### src/hw/rtl/smm_pkg.sv
// Shared types and constants for the saturating matrix multiply block.
// Used by smm_cell and saturating_matrix_multiply; depends on nothing.
`default_nettype none

package smm_pkg;

    localparam int ELEM_W  = 62;
    localparam int HALF_W  = 31;
    localparam int COORD_W = 3;
    localparam int PHASE_W = 3;

    typedef logic [PHASE_W-1:0] t_phase;

    // cell beat phases
    localparam t_phase PH_OPS    = 3'd0;
    localparam t_phase PH_MUL_LL = 3'd1;
    localparam t_phase PH_MUL_HL = 3'd2;
    localparam t_phase PH_MUL_LH = 3'd3;
    localparam t_phase PH_MUL_HH = 3'd4;
    localparam t_phase PH_ACC_HH = 3'd5;
    localparam t_phase PH_TERM   = 3'd6;
    localparam t_phase PH_COMMIT = 3'd7;

    typedef enum logic {
        ST_LOAD,
        ST_RUN
    } t_state;

    typedef struct packed {
        logic [ELEM_W-1:0] left_element;
        logic [ELEM_W-1:0] right_element;
    } t_in_item;

    typedef struct packed {
        logic [ELEM_W-1:0]  product_element;
        logic [COORD_W-1:0] row_index;
        logic [COORD_W-1:0] column_index;
        logic               last_element;
    } t_out_item;

    typedef struct packed {
        t_phase phase;
        logic   commit;
    } t_cell_ctrl;

    typedef struct packed {
        logic               wr;
        logic [COORD_W-1:0] row;
        logic [COORD_W-1:0] col;
        logic [ELEM_W-1:0]  left;
        logic [ELEM_W-1:0]  right;
    } t_load;

    typedef struct packed {
        logic               vld;
        logic [COORD_W-1:0] row;
        logic [COORD_W-1:0] col;
        logic [ELEM_W-1:0]  acc;
    } t_link;

endpackage

`default_nettype wire

### src/hw/rtl/smm_cell.sv
// One cell of the accumulation chain: holds column k of the left matrix and row k
// of the right matrix, adds the saturated term k to the passing partial sum.
// Depends on smm_pkg.
`default_nettype none

module smm_cell
    import smm_pkg::*;
#(
    parameter int MATRIX_DIM = 8,
    parameter int CELL_IDX   = 0
) (
    input  wire logic              i_clk,
    input  wire logic              i_rst_n,
    input  wire t_cell_ctrl        i_ctrl,
    input  wire t_load             i_load,
    input  wire logic [ELEM_W-1:0] i_limit,
    input  wire t_link             i_link,
    output t_link                  o_link
);

    localparam int IDX_W = (MATRIX_DIM > 1) ? $clog2(MATRIX_DIM) : 1;
    localparam logic [COORD_W-1:0] MY_IDX = COORD_W'(CELL_IDX);
    localparam int WIDE_W = ELEM_W + 32;

    logic [ELEM_W-1:0] r_col_a [MATRIX_DIM];
    logic [ELEM_W-1:0] r_row_b [MATRIX_DIM];

    logic [ELEM_W-1:0]   r_a;
    logic [ELEM_W-1:0]   r_b;
    logic [ELEM_W-1:0]   r_pp;
    logic [ELEM_W-1:0]   r_prod;
    logic                r_ovf;
    logic [ELEM_W-1:0]   r_term;
    t_link               r_link;

    logic [HALF_W-1:0]   mul_x;
    logic [HALF_W-1:0]   mul_y;
    logic [ELEM_W-1:0]   n_pp;
    logic [WIDE_W-1:0]   pp_shifted;
    logic [WIDE_W-1:0]   wide_sum;
    logic                sum_ovf;
    logic [ELEM_W:0]     acc_sum;
    logic [ELEM_W-1:0]   n_acc;

    always_ff @(posedge i_clk) begin
        if (i_load.wr) begin
            if (i_load.col == MY_IDX) begin
                r_col_a[i_load.row[IDX_W-1:0]] <= i_load.left;
            end
            if (i_load.row == MY_IDX) begin
                r_row_b[i_load.col[IDX_W-1:0]] <= i_load.right;
            end
        end
    end

    always_comb begin
        case (i_ctrl.phase)
            PH_MUL_HL: begin
                mul_x = r_a[ELEM_W-1:HALF_W];
                mul_y = r_b[HALF_W-1:0];
            end
            PH_MUL_LH: begin
                mul_x = r_a[HALF_W-1:0];
                mul_y = r_b[ELEM_W-1:HALF_W];
            end
            PH_MUL_HH: begin
                mul_x = r_a[ELEM_W-1:HALF_W];
                mul_y = r_b[ELEM_W-1:HALF_W];
            end
            default: begin
                mul_x = r_a[HALF_W-1:0];
                mul_y = r_b[HALF_W-1:0];
            end
        endcase
    end

    assign n_pp = ELEM_W'(mul_x) * ELEM_W'(mul_y);

    // cross terms sit 31 bits up; the low term is unshifted
    assign pp_shifted = (i_ctrl.phase == PH_MUL_LH || i_ctrl.phase == PH_MUL_HH)
                      ? {1'b0, r_pp, {HALF_W{1'b0}}}
                      : {{(WIDE_W-ELEM_W){1'b0}}, r_pp};
    assign wide_sum   = {{(WIDE_W-ELEM_W){1'b0}}, r_prod} + pp_shifted;
    assign sum_ovf    = |wide_sum[WIDE_W-1:ELEM_W];

    assign acc_sum = {1'b0, i_link.acc} + {1'b0, r_term};
    assign n_acc   = (acc_sum > {1'b0, i_limit}) ? i_limit : acc_sum[ELEM_W-1:0];

    always_ff @(posedge i_clk) begin
        case (i_ctrl.phase)
            PH_OPS: begin
                r_a    <= r_col_a[i_link.row[IDX_W-1:0]];
                r_b    <= r_row_b[i_link.col[IDX_W-1:0]];
                r_prod <= '0;
                r_ovf  <= 1'b0;
            end
            PH_MUL_LL: begin
                r_pp <= n_pp;
            end
            PH_MUL_HL, PH_MUL_LH, PH_MUL_HH: begin
                r_pp   <= n_pp;
                r_prod <= wide_sum[ELEM_W-1:0];
                r_ovf  <= r_ovf | sum_ovf;
            end
            PH_ACC_HH: begin
                r_ovf <= r_ovf | (|r_pp);
            end
            PH_TERM: begin
                r_term <= (r_ovf || r_prod > i_limit) ? i_limit : r_prod;
            end
            default: begin
            end
        endcase
    end

    always_ff @(posedge i_clk) begin
        if (!i_rst_n) begin
            r_link.vld <= 1'b0;
        end else if (i_ctrl.commit) begin
            r_link.vld <= i_link.vld;
        end
        if (i_ctrl.commit) begin
            r_link.row <= i_link.row;
            r_link.col <= i_link.col;
            r_link.acc <= n_acc;
        end
    end

    assign o_link = r_link;

endmodule

`default_nettype wire

### config.mk
export PLATFORM = sky130hd
export DESIGN_NAME = smm_cell
export DESIGN_NICKNAME = d
export VERILOG_FILES = /design/src/hw/rtl/smm_pkg.sv /design/src/hw/rtl/smm_cell.sv
export SDC_FILE = /design/constraint.sdc
export NUM_CORES = 2
export LEC_CHECK = 0
export ABC_CLOCK_PERIOD_IN_PS = 40700
export BUFFER_PORTS_ARGS = -buffer_cell sky130_fd_sc_hd__buf_2
export CORE_MARGIN = 2
export CORE_UTILIZATION = 45
export CTS_CLUSTER_SIZE = 30
export DETAILED_ROUTE_END_ITERATION = 8
export GPL_ROUTABILITY_DRIVEN = 0
export SETUP_SLACK_MARGIN = 0.02
export SLEW_MARGIN = 10
export SYNTH_ARGS = -nofsm -noshare
export SYNTH_HDL_FRONTEND = slang
export SYNTH_SLANG_ARGS = --single-unit
### constraint.sdc
create_clock -name i_clk -period 40.7 [get_ports i_clk]
set_input_delay 4.07 -clock i_clk [delete_from_list [all_inputs] [get_ports i_clk]]
set_output_delay 4.07 -clock i_clk [all_outputs]
set_load 0.01 [all_outputs]
==> impl_metrics.json <==
{
  "layout_common_cells": "edfxtp_1, inv_1, fa_1",
  "grt_pass1_vias": 63300,
  "clkSlewWorstSetupHoldPaths_ns": 0.06,
  "cts_resized": 0,
  "max_stage_delay_ns": 0.94,
  "synth-edff-count": 1371,
  "io_pins": 337,
  "crit_buf_inv": 9,
  "tritoncts": "built",
  "dieArea_um2": 211000,
  "fmax_mhz": 66.6,
  "slew-limit-headroom": 0.147,
  "synth.distinct_cells": 86,
  "cts_inserted_buffers": 149,
  "cap_violations": 0,
  "grt-ovfl-total": 0,
  "grt_max_degree": 126,
  "port_buffers": 336,
  "layout_commonest_cell": "edfxtp_1",
  "viasPerCell": 5.73,
  "cp-start-kind": "input port",
  "finalNetCount": 9320,
  "die_h_um": 459,
  "clock-root-buffer": "clkbuf_16",
  "dp_hpwl_um": 181000,
  "syn_to_final_growth_pct": 10.8,
  "drt_iter0_drc": 5103,
  "crit_top_cell": "fa_1",
  "finalHoldViolCount": 0,
  "status": "complete, no violations",
  "min_path_type": "flip-flop to flip-flop",
  "synthArstFlopShare": 0,
  "whs_ns": 0.522,
  "die_x_um": 459,
  "drt-total-wl_um": 256000,
  "ys_ff_latch": 1372,
  "worstPathArrival_ns": 15.56,
  "grt_pass1_wl_um": 385000,
  "cp_max_fo": 63,
  "rrSetupSlack_ns": 31.34,
  "synth_seq_area_share": 0.442,
  "drive_gt1_frac": 0.165,
  "clk-insertion-delay-late_ns": 0.85,
  "core_um2": 206000,
  "synthesis.area_um2": 93300,
  "ctsHtreeMaxLevel": 4,
  "cts_num_sinks": 1372,
  "crit_path_end_kind": "flip-flop",
  "cp_top_family": "adder cells",
  "tightest_slew_ns": 1.25,
  "row_count": 167,
  "synth_fp_nets": 9045,
  "period_share": 0.369,
  "dr.pass1.iters": 8,
  "drv_slew": 0,
  "cp.required_ns": 41.25,
  "drc": 0,
  "finClkSkew_ns": 0.0546,
  "postCtsHoldBufs": 0,
  "post_cts_buffers": 0,
  "vias": 60500,
  "period_minus_slack_ns": 15.00,
  "worst_path_max_delay_cell": "mux2i_4",
  "finalSetupTns_ns": 0,
  "grt_usage": 0.243,
  "synth_area_per_cell_um2": 12.5,
  "synthFlopType": "edfxtp_1",
  "setup_viol": 0,
  "wire_per_inst_um": 24.2,
  "antenna_left": 0,
  "crit_type": "input port to flip-flop",
  "synth-warning-count": 0,
  "antenna_found_initial": 24,
  "rsz0062_at_grt": "false",
  "initial_core_util": 0.452,
  "clockBufferDepth": 3,
  "synth_cells": 7435
}
==> kinds of logic (layout without fill, tap and decap cells) <==
family / after synthesis / count (layout) / share of synthesized area
AO/OA/AOI/OAI: 800 / 800 / 0.0552
XOR/XNOR: 176 / 176 / 0.0165
adder cells (fa/ha/maj): 1342 / 1342 / 0.248
buffers and inverters: 1210 / 1606 / 0.0489
flip-flops: 1372 / 1372 / 0.442
multiplexers: 592 / 592 / 0.101
other: 0 / 10 / 0
AND/OR/NAND/NOR: 1943 / 1943 / 0.0895
==> area by class of cell <==
| class | count | area, µm² |
|---|---|---|
| clock inverters | 94 | 1100 |
| well taps | 2704 | 3380 |
| fillers | 17800 | 103000 |
| clock buffers | 178 | 3840 |
| inverters | 882 | 3310 |
| flip-flops and latches | 1372 | 41200 |
| multi-input cells | 4853 | 47900 |
| repair buffers | 452 | 2590 |
| diodes | 10 | 25.0 |
==> Yosys cell counts (6+ instances only) <==
cell	n	area [µm²]
edfxtp_1	1371	41200
inv_1	882	3310
fa_1	839	16800
nand2_1	807	3030
nor2_1	717	2690
ha_1	503	6290
clkbuf_1	280	1050
mux2_2	280	3150
a21oi_1	261	1310
mux4_2	248	5590
o21ai_0	151	756
a21o_1	142	1070
xnor2_1	109	955
nand4_1	92	576
xor2_1	67	587
mux2i_1	64	641
and3_1	48	300
nor3_1	48	240
nand3_1	42	210
buf_1	36	135
o21bai_1	35	263
nor4_1	33	206
nor2b_1	32	200
nand2b_1	30	188
o21a_1	27	203
and2_1	24	150
a31oi_1	23	144
a211oi_1	21	158
o211ai_1	18	135
a221oi_1	15	131
or3_1	13	81.3
and4_1	12	105
buf_2	11	55.1
or2_2	11	68.8
o31a_1	10	87.6
a211o_1	7	61.3
a21boi_0	7	52.6
o2111ai_1	7	61.3
o31ai_1	7	52.6
or4_1	7	52.6
a2111oi_0	6	52.6
a311oi_1	6	52.6
a41oi_1	6	52.6
==> worst register-to-register path, delay by kind of cell, from the launching register on <==
kind | cells | cell delay [ns]
fa+ha+maj | 9 | 4.15
compound gates | 12 | 3.11
mux | 1 | 0.81
flops | 1 | 0.46
buf+inv | 6 | 0.31
simple gates | 1 | 0.16
xor+xnor | 1 | 0.10
==> through the flow <==
step	cell area (µm²)	utilization	instances	setup WS [ns]
2_1_floorplan	93300	-	7435	19.30
3_3_place_gp	98400	0.477	10300	25.14
3_5_place_dp	98400	0.477	10300	24.96
4_1_cts	103000	0.500	10500	25.84
5_1_grt	103000	0.501	10500	25.21
6_report	103000	0.501	10500	25.70
==> sequential cells by signal, summed over array words and instances, names as in the netlist, 62 cells and up <==
name	cells
r_row_b	496
r_col_a	496
r_prod	62
r_a	62
r_pp	62
r_term	62
r_b	62
o_link	69
==> worst paths after layout <==
kind / start / to / cells after the start
hold / removal: o_link[68] / o_link[68] / 2
hold reg to reg: o_link[68] / o_link[68] / 2
setup / recovery: i_ctrl[1] / r_pp[59] / 36
setup reg to reg: r_a[10] / r_pp[59] / 30
==> metal layers <==
| metal | GRT usage | up-vias | wire length, µm |
|---|---|---|---|
| met4 | 0.104 | 16 | 12100 |
| met5 | 0 | - | 100 |
| met3 | 0.0497 | 630 | 20000 |
| met1 | 0.311 | 30700 | 101000 |
| met2 | 0.403 | 2602 | 122000 |
| li1 | - | 26500 | - |
Power is not shown: default switching activity piles up to over one toggle a cycle in this logic, so the estimate is an artifact.
